$ cat src/rtl/pwfr_pkg.sv
`default_nettype none

package pwfr_pkg;

  // Input item kinds.
  localparam logic [1:0] MODE_LINE  = 2'd0;
  localparam logic [1:0] MODE_CHECK = 2'd1;
  localparam logic [1:0] MODE_POP   = 2'd2;

  // Configuration register indexes.
  localparam logic [1:0] REG_ONE_THRESHOLD = 2'd0;
  localparam logic [1:0] REG_GAP_TIMEOUT   = 2'd1;

  // Register reset values.
  localparam logic [15:0] ONE_THRESHOLD_RESET = 16'd400;
  localparam logic [15:0] GAP_TIMEOUT_RESET   = 16'd3000;

  // Frame shape.
  localparam logic [4:0] FRAME_BITS    = 5'd16;
  localparam logic [4:0] BIT_COUNT_MAX = 5'd17;

  typedef struct packed {
    logic [1:0]  mode;
    logic        line_level;
    logic [31:0] now_us;
  } in_item_t;

  typedef struct packed {
    logic        popped;
    logic [7:0]  opcode;
    logic [31:0] start_us;
    logic        stored;
  } out_item_t;

  // One queued frame.
  typedef struct packed {
    logic [7:0]  opcode;
    logic [31:0] start_us;
  } entry_t;

endpackage

`default_nettype wire

$ cat src/rtl/pwfr_queue.sv
`default_nettype none

module pwfr_queue #(
  parameter int QUEUE_DEPTH = 64
) (
  input  wire               clk,
  input  wire               rst,
  input  wire               push,
  input  pwfr_pkg::entry_t  push_entry,
  input  wire               pop,
  output pwfr_pkg::entry_t  rd_entry,
  output logic              full,
  output logic              empty
);
  import pwfr_pkg::*;

  localparam int AW = $clog2(QUEUE_DEPTH);

  entry_t         mem [QUEUE_DEPTH];
  logic [AW-1:0]  write_pointer;
  logic [AW-1:0]  read_pointer;
  logic [AW-1:0]  write_pointer_next;
  logic [AW-1:0]  read_pointer_next;

  // Pointers wrap at the queue depth, which need not be a power of two.
  always_comb begin
    write_pointer_next = (write_pointer == AW'(QUEUE_DEPTH - 1)) ? '0 : write_pointer + 1'b1;
    read_pointer_next  = (read_pointer == AW'(QUEUE_DEPTH - 1)) ? '0 : read_pointer + 1'b1;
  end

  // One slot stays free so that full and empty differ.
  assign full  = (write_pointer_next == read_pointer);
  assign empty = (write_pointer == read_pointer);

  // Storage with a registered read port.
  always_ff @(posedge clk) begin
    if (push) begin
      mem[write_pointer] <= push_entry;
    end
    if (pop) begin
      rd_entry <= mem[read_pointer];
    end
  end

  // Pointer control.
  always_ff @(posedge clk) begin
    if (rst) begin
      write_pointer <= '0;
      read_pointer  <= '0;
    end else begin
      if (push) begin
        write_pointer <= write_pointer_next;
      end
      if (pop) begin
        read_pointer <= read_pointer_next;
      end
    end
  end

endmodule

`default_nettype wire

$ cat src/rtl/pulse_width_frame_receiver.sv
// An accepted item's flags go to the result stage and then, with the queue read
// data, to the output register, which holds the result until it transfers out.
// One item per cycle is taken while the output does not stall.
// A result stage and an output register let one more item in while a result waits.
// Reset (synchronous, active high) clears the receiver, the queue pointers and
// the pipeline, and restores the thresholds to 400 us and 3000 us.
`default_nettype none

module pulse_width_frame_receiver #(
  parameter int QUEUE_DEPTH = 64
) (
  input  wire                   clk,
  input  wire                   rst,
  input  wire                   in_valid,
  output logic                  in_stall,
  input  pwfr_pkg::in_item_t    in_item,
  output logic                  out_valid,
  input  wire                   out_stall,
  output pwfr_pkg::out_item_t   out_item,
  input  wire                   cfg_valid,
  output logic                  cfg_ready,
  input  wire [1:0]             cfg_index,
  input  wire [15:0]            cfg_data
);
  import pwfr_pkg::*;

  // Configuration registers.
  logic [15:0] one_threshold_us;
  logic [15:0] gap_timeout_us;

  // Receiver state.
  logic [15:0] shift_bits;
  logic [4:0]  bit_count;
  logic [31:0] frame_first_fall;
  logic [31:0] last_fall_time;

  // Result stage and output register.
  logic        s1_valid;
  logic        s1_popped;
  logic        s1_stored;
  entry_t      rd_entry;

  logic        accept;
  logic        move;
  logic [31:0] elapsed;
  logic        long_pulse;
  logic        gap_over;
  logic        frame_ok;
  logic        q_full;
  logic        q_empty;
  logic        q_push;
  logic        q_pop;
  entry_t      push_entry;

  assign cfg_ready = 1'b1;

  assign accept   = in_valid && !in_stall;
  assign move     = s1_valid && (!out_valid || !out_stall);
  assign in_stall = s1_valid && out_valid && out_stall;

  // Time since the last falling edge, modulo 2^32.
  assign elapsed    = in_item.now_us - last_fall_time;
  assign long_pulse = (elapsed >= {16'd0, one_threshold_us});
  assign gap_over   = (elapsed >= {16'd0, gap_timeout_us});

  // A complete frame has 16 bits and a low byte that complements the high byte.
  assign frame_ok = (bit_count == FRAME_BITS) && (shift_bits[15:8] == ~shift_bits[7:0]);

  assign q_push = accept && (in_item.mode == MODE_CHECK) && gap_over && frame_ok && !q_full;
  assign q_pop  = accept && (in_item.mode == MODE_POP) && !q_empty;

  assign push_entry.opcode   = shift_bits[15:8];
  assign push_entry.start_us = frame_first_fall;

  pwfr_queue #(
    .QUEUE_DEPTH(QUEUE_DEPTH)
  ) u_queue (
    .clk       (clk),
    .rst       (rst),
    .push      (q_push),
    .push_entry(push_entry),
    .pop       (q_pop),
    .rd_entry  (rd_entry),
    .full      (q_full),
    .empty     (q_empty)
  );

  // Configuration writes; indexes beyond the list are ignored.
  always_ff @(posedge clk) begin
    if (rst) begin
      one_threshold_us <= ONE_THRESHOLD_RESET;
      gap_timeout_us   <= GAP_TIMEOUT_RESET;
    end else if (cfg_valid && cfg_ready) begin
      unique case (cfg_index)
        REG_ONE_THRESHOLD: one_threshold_us <= cfg_data;
        REG_GAP_TIMEOUT:   gap_timeout_us   <= cfg_data;
        default: ;
      endcase
    end
  end

  // Line decoding and frame clearing.
  always_ff @(posedge clk) begin
    if (rst) begin
      shift_bits       <= '0;
      bit_count        <= '0;
      frame_first_fall <= '0;
      last_fall_time   <= '0;
    end else if (accept) begin
      unique case (in_item.mode)
        MODE_LINE: begin
          if (in_item.line_level) begin
            shift_bits <= {shift_bits[14:0], long_pulse};
            if (bit_count < BIT_COUNT_MAX) begin
              bit_count <= bit_count + 5'd1;
            end
          end else begin
            last_fall_time <= in_item.now_us;
            if (bit_count == '0) begin
              frame_first_fall <= in_item.now_us;
            end
          end
        end
        MODE_CHECK: begin
          if (gap_over) begin
            shift_bits <= '0;
            bit_count  <= '0;
          end
        end
        default: ;
      endcase
    end
  end

  // Result stage: holds the item's flags while the queue read completes.
  always_ff @(posedge clk) begin
    if (rst) begin
      s1_valid <= 1'b0;
    end else begin
      s1_valid <= accept || (s1_valid && !move);
    end
    if (accept) begin
      s1_popped <= q_pop;
      s1_stored <= q_push;
    end
  end

  // Output register; fields without meaning are zero.
  always_ff @(posedge clk) begin
    if (rst) begin
      out_valid <= 1'b0;
    end else if (move) begin
      out_valid <= 1'b1;
    end else if (!out_stall) begin
      out_valid <= 1'b0;
    end
    if (move) begin
      out_item.popped   <= s1_popped;
      out_item.opcode   <= s1_popped ? rd_entry.opcode : 8'd0;
      out_item.start_us <= s1_popped ? rd_entry.start_us : 32'd0;
      out_item.stored   <= s1_stored;
    end
  end

endmodule

`default_nettype wire

$ cat config.mk
export PLATFORM = sky130hd
export DESIGN_NAME = pulse_width_frame_receiver
export DESIGN_NICKNAME = d
export VERILOG_FILES = /design/src/rtl/pwfr_pkg.sv /design/src/rtl/pwfr_queue.sv /design/src/rtl/pulse_width_frame_receiver.sv
export SDC_FILE = /design/constraint.sdc
export NUM_CORES = 2
export LEC_CHECK = 0
export BUFFER_PORTS_ARGS = -buffer_cell sky130_fd_sc_hd__buf_2
export CAP_MARGIN = 10
export CELL_PAD_IN_SITES_DETAIL_PLACEMENT = 0
export CELL_PAD_IN_SITES_GLOBAL_PLACEMENT = 2
export CORE_ASPECT_RATIO = 0.7
export CORE_MARGIN = 2
export CORE_UTILIZATION = 55
export CTS_CLUSTER_DIAMETER = 120
export DETAILED_ROUTE_END_ITERATION = 10
export PLACE_DENSITY_LB_ADDON = 0.1
export SLEW_MARGIN = 20
export SYNTH_ARGS = -nofsm -noshare
export SYNTH_HDL_FRONTEND = slang
export SYNTH_SLANG_ARGS = --single-unit
$ cat constraint.sdc
create_clock -name clk -period 9.4 [get_ports clk]
set_clock_uncertainty 0.15 [all_clocks]
set_input_delay 0.47 -clock clk [delete_from_list [all_inputs] [get_ports clk]]
set_output_delay 0.47 -clock clk [all_outputs]
set_load 0.02 [all_outputs]
* Word-level counts from Yosys, hierarchy flattened
Memory sizes are Yosys's and may differ from the RTL's. A register that Yosys moved wholly into a read port is not among the register bits.
Index checks and enable logic that the tools add are counted.
** Storage, ports and cells
- Bits in registers :: 175
- Latch bits :: 0
- RAM bits :: 2560
- Bits in read-only memories :: 0
- Input port bits :: 58
- Output and inout bits :: 45
- Logic and storage cells :: 82
- Memories kept :: 1
** Memories
- u_queue.mem :: depth 64, bits a word 40, rd ports 1, clocked after Yosys merged registers in 1, wr ports 1, line pwfr_queue.sv:19 : entry_t mem [QUEUE_DEPTH];
** Operators by class
- Add/subtract/negate cells :: 4
- $mul :: 0
- Divide/modulo/power cells :: 0
- Order comparisons :: 3
- Equal/unequal tests :: 13
- Shifts and indexed selects :: 0
- Mux-type cells :: 13
- Bitwise logic cells :: 2
- Reduce and logical (&&, ||, !) cells :: 30
** Operators by type and width (number)
- greater-or-equal comparator 32 x 16 -> 1 bit :: 2
- two-way mux 16 bit :: 2
- case mux 16 bit (2 select lines) :: 1
- subtractor 32 bit :: 1
- two-way mux 5 bit :: 3
- adder 6 x 1 -> 6 bit (second input constant) :: 2
- equality test 6 bit :: 2
- equality test 6 bit (second input constant) :: 2
- logical AND 1 bit :: 12
- two-way mux 6 bit :: 2
- case mux 5 bit (2 select lines) :: 1
- equality test 8 bit :: 1
- NOT 8 bit :: 1
- AND reduction 4 bit :: 2
- logical NOT 1 bit :: 6
- inequality test 2 bit (second input constant) :: 3
- adder 5 x 1 -> 5 bit (second input constant) :: 1
- equality test 5 bit (second input constant) :: 1
- logical NOT 5 bit :: 1
- less-than comparator 5 bit (second input constant) :: 1
- AND reduction 5 bit :: 1
- equality test 2 x 1 -> 1 bit (second input constant) :: 2
- logical NOT 2 bit :: 2
- two-way mux 1 bit :: 4
- other kinds (7) :: 9

* Depth between registers and ports, before layout
- Depth in word-level cells :: 10
- Depth in mapped cells :: 20
- Mapped depth without buffers :: 19

* By module
Synthesis repeated with hierarchy kept, for this count alone.
** Unflattened totals
- Cells, all modules :: 5581
- Area, all modules :: 108753.1 um2
** By module, submodules not included
- pwfr_queue :: times used 1, cells an instance 4485, area an instance 99679.4 um2, sequential area each 78315.1 um2
- pulse_width_frame_receiver :: times used 1, cells an instance 1096, area an instance 9073.7 um2, sequential area each 3703.6 um2

* Worst setup path after synthesis
OpenSTA, ideal clock, no wires.
- Kind :: input to register
- Start point :: input in_item[0] (netlist name)
- End point :: memory u_queue.mem[55][0] (netlist name) (enable)
- Setup time :: 0.438 ns
- Arrival time :: 5.162 ns
- Data required time :: 8.812 ns
- Path slack :: 3.651 ns
- Cell stages on the path :: 17
- Buffers on the path :: 0
- Path through :: inv_1 -> ha_1 -> fa_1 -> and2b_1 -> o211ai_2 -> a211o_1 -> a21oi_1 -> a31oi_1 -> xnor2_1 -> ha_1 -> nand4_1 -> o21ai_0 -> a21oi_1 -> a41oi_4 -> and2_2 -> nand2_2 -> nor2_1
** Between the ends
- Cells in the longest elaborated chain, start to end :: 7
** RTL lines
- start, declared :: line pulse_width_frame_receiver.sv:16 : input pwfr_pkg::in_item_t in_item,
- subtractor 32 bit :: line pulse_width_frame_receiver.sv:62 : assign elapsed = in_item.now_us - last_fall_time;
- greater-or-equal comparator 32 x 16 -> 1 bit :: line pulse_width_frame_receiver.sv:64 : assign gap_over = (elapsed >= {16'd0, gap_timeout_us});
- logical AND 1 bit (3 in a row) :: line pulse_width_frame_receiver.sv:69 : assign q_push = accept && (in_item.mode == MODE_CHECK) && gap_over && frame_ok && !q_full;
- net q_push :: line pulse_width_frame_receiver.sv:51 : logic q_push;
- two-way mux 1 bit :: line pwfr_queue.sv:37 : if (push) begin
- two-way mux 1 bit (implied by the code) :: line pwfr_queue.sv:38 : mem[write_pointer] <= push_entry;
- end, declared :: line pwfr_queue.sv:19
The timed path passes the listed nets, and every way through them passes these cells.

* Final worst setup path
- Start point :: input in_item[0] (netlist name)
- End point :: memory u_queue.mem[32][26] (netlist name) (enable)
The elaborated chain is that of the path after synthesis.

==> out/metrics.cfg <==
[finish]
final_common_cell = edfxtp_1
drive_above_1_share = 0.289
nNetsFinal = 5306
layout_common_cells = edfxtp_1, mux4_2, clkbuf_16
finish.utilization = 0.623
area_delta_synth_final_pct = 12.1

[worst_setup_path]
cp_slowest_cell = nor2_4
cp-end-kind = register
required_ps = 9700
max_stage_delay_ps = 870
cp.arrival_ps = 6460
cp_max_fo = 21
crit_family = simple AND/OR/NAND/NOR gates
crit_chain = dlygate4sd3_1, buf_2, inv_1, ha_1, fa_1, and2b_1, o211ai_2, a211o_1, a21oi_1, a31oi_1, xnor2_1, ha_1, nand4_1, o21ai_0, a21oi_1, a41oi_4, and2b_2, nand2_2, nor2_4, buf_4
path_class = in -> reg
cp_num_buf_inv = 4
critPathLaunchType = input port

[synth]
ys_seq_elements = 2775
ys_types = 84
postSynthNetCount = 5014
seq_area_frac_synth = 0.761
synth-main-ff-cell = edfxtp_1
synth_edf_count = 2644
yosys_warnings = 0
syn_area_per_cell_sq_um = 22.1
synth_cells = 4888
synth-async-reset-ratio = 0
synth_area_sq_mm = 0.108

[sta]
fin_ws_ps = 3230
setup_viol = 0
worstMarginPinSlew_ps = 1070
hold_violations = 0
min_period_ps = 6170
timing.fmax_mhz = 162
finalMaxSlewViolations = 0
relSlewSlack = 0.288
fin_crit_sh = 0.656
fin_setup_tns_ps = 0
rsz0062_at_grt = false

[clocking]
cts_tree = done
clk_pin_slew_ps = 60
cts_max_level = 5
insertion_delay_ps = 830
cts_buffers = 266
cts_sinks = 2775
clockBufferDepth = 4
post_cts_buffers = 0
cts-root-buf = clkbuf_16

[power]
vdd_drop_max_uv = 159
leakage_nw = 32.6
power_density_mw_per_mm2 = 199

[drt]
wl_microns = 279000
wire_per_inst_microns = 35.0
drt_drc_violations_left = 0
drt_iter0_markers = 7784
vias = 52100
postRouteAntennaNets = 0
firstDrtPassIters = 5
viasPerCell = 6.54

[run]
cap_violations = 0

[placement]
portBuffers = 101
dp_hpwl_microns = 166000
place.gp.congestion = 0.816
pre_cts_slack_ps = 3020

[grt]
grt_pass1_wl_microns = 392000
grt_pass1_vias = 49200
antenna_found_initial = 17
grt_max_degree = 134
overflow = 0
grt_use_total = 0.281

[floorplanning]
die_x_microns = 533
dieArea_sq_mm = 0.200
start_util = 0.555
die_h_microns = 374
core_sq_mm = 0.194
ios = 103
rows = 135

[run_status]
outcome = completed

[hold_path]
hold_class = in -> reg

## registers in the layout, indices dropped and copies added, names as in the netlist
signal	cells
u_queue.rd_entry	40
u_queue.mem	2560
frame_first_fall	32
s1_popped	1
bit_count	5
one_threshold_us	16
out_valid	1
gap_timeout_us	16
u_queue.write_pointer	6
s1_stored	1
out_item	42
shift_bits	16
last_fall_time	32
s1_valid	1
u_queue.read_pointer	6
## metrics by stage
step / area (sq um) / instances / total power, mW / hold slack (ps)
global placement: 112000 / 7459 / 14.0 / 291
global route: 121000 / 7967 / 24.6 / 243
finish: 121000 / 7978 / 24.0 / 190
floorplan: 108000 / 4888 / 13.9 / 250
detailed placement: 112000 / 7459 / 14.0 / 295
CTS: 121000 / 7967 / 24.2 / 116
## cell families after synthesis
family                   Yosys count  share of synthesized area
AO/OA/AOI/OAI                    281                     0.0165
AND/OR/NAND/NOR                  522                     0.0221
multiplexers                     847                      0.176
adder cells (fa/ha/maj)           68                    0.00796
other                              1                  0.0000348
flip-flops                      2775                      0.761
buffers and inverters            348                     0.0125
XOR/XNOR                          46                    0.00374
## tightest hold or removal path, cell delays in order
cell,delay [ps]
buf_2,170
inv_1,120
o21ai_0,170
or3_1,100
a21oi_1,60
## final timing paths
check / startpoint / endpoint / slack [ps] / cells after the start
worst max-delay path: in_item[0] / u_queue.mem[32][26] / 3230 / 20
worst min register to register: last_fall_time[28] / last_fall_time[28] / 300 / 2
worst min-delay path: in_item[33] / bit_count[1] / 190 / 5
worst max register to register: last_fall_time[0] / u_queue.mem[32][26] / 3260 / 17
## what timing repair did
action                                 CTS  global route
hold buffers                            56             0
endpoints found under the hold margin  100             0
gates resized for setup                  0             0
## power by group
group	leakage [nW]	switching (mW)	total (mW)	internal, mW
Combinational	6.59	0.221	0.337	0.117
Clock	3.94	4.46	10.2	5.75
Sequential	22.1	0.0456	13.4	13.4
Total	32.6	4.73	24.0	19.3
## cell usage after synthesis, types with 3 or more instances
master,n,share of area
nand2b_1,8,0.00046
nand2_2,8,0.00046
nor4_1,8,0.00046
nand4_1,14,0.00081
o2bb2ai_1,3,0.00024
mux4_2,840,0.18
nor3_1,14,0.00065
xnor2_1,31,0.0025
a21oi_1,130,0.0060
nor2b_1,7,0.00041
clkbuf_1,179,0.0062
a21o_1,13,0.00091
edfxtp_1,2644,0.74
buf_2,12,0.00056
nand3_1,20,0.00093
mux2i_1,5,0.00046
o21ai_1,5,0.00023
a211o_1,15,0.0012
nor2_1,123,0.0043
a31oi_1,12,0.00070
and2_1,46,0.0027
or4_1,3,0.00021
buf_1,57,0.0020
a21oi_2,5,0.00041
inv_1,95,0.0033
dfxtp_1,131,0.024
a211oi_1,6,0.00042
nand2_1,231,0.0080
and3_1,6,0.00035
o21a_1,9,0.00063
ha_1,67,0.0078
o211ai_1,8,0.00056
o21ai_0,40,0.0019
o2111ai_1,3,0.00024
xor2_1,15,0.0012
or3_1,14,0.00081
## area by class of cell
cell class	instances	area (sq um)
clock inverter	117	1000
clock buffer	335	7040
antenna	11	27.5
fill	13100	73300
sequential	2775	82100
inverter	95	357
timing repair buffer	277	2070
multi-input combinational	1765	24900
tap	2603	3260
## metal layers
| metal | GRT usage | wire [microns] | share of wire |
|---|---|---|---|
| met5 | 0 | 27 | 0.000097 |
| met4 | 0.0580 | 5710 | 0.020 |
| met3 | 0.0501 | 26700 | 0.096 |
| met2 | 0.394 | 122000 | 0.44 |
| met1 | 0.467 | 125000 | 0.45 |
Power figures use the tool's default switching activity.
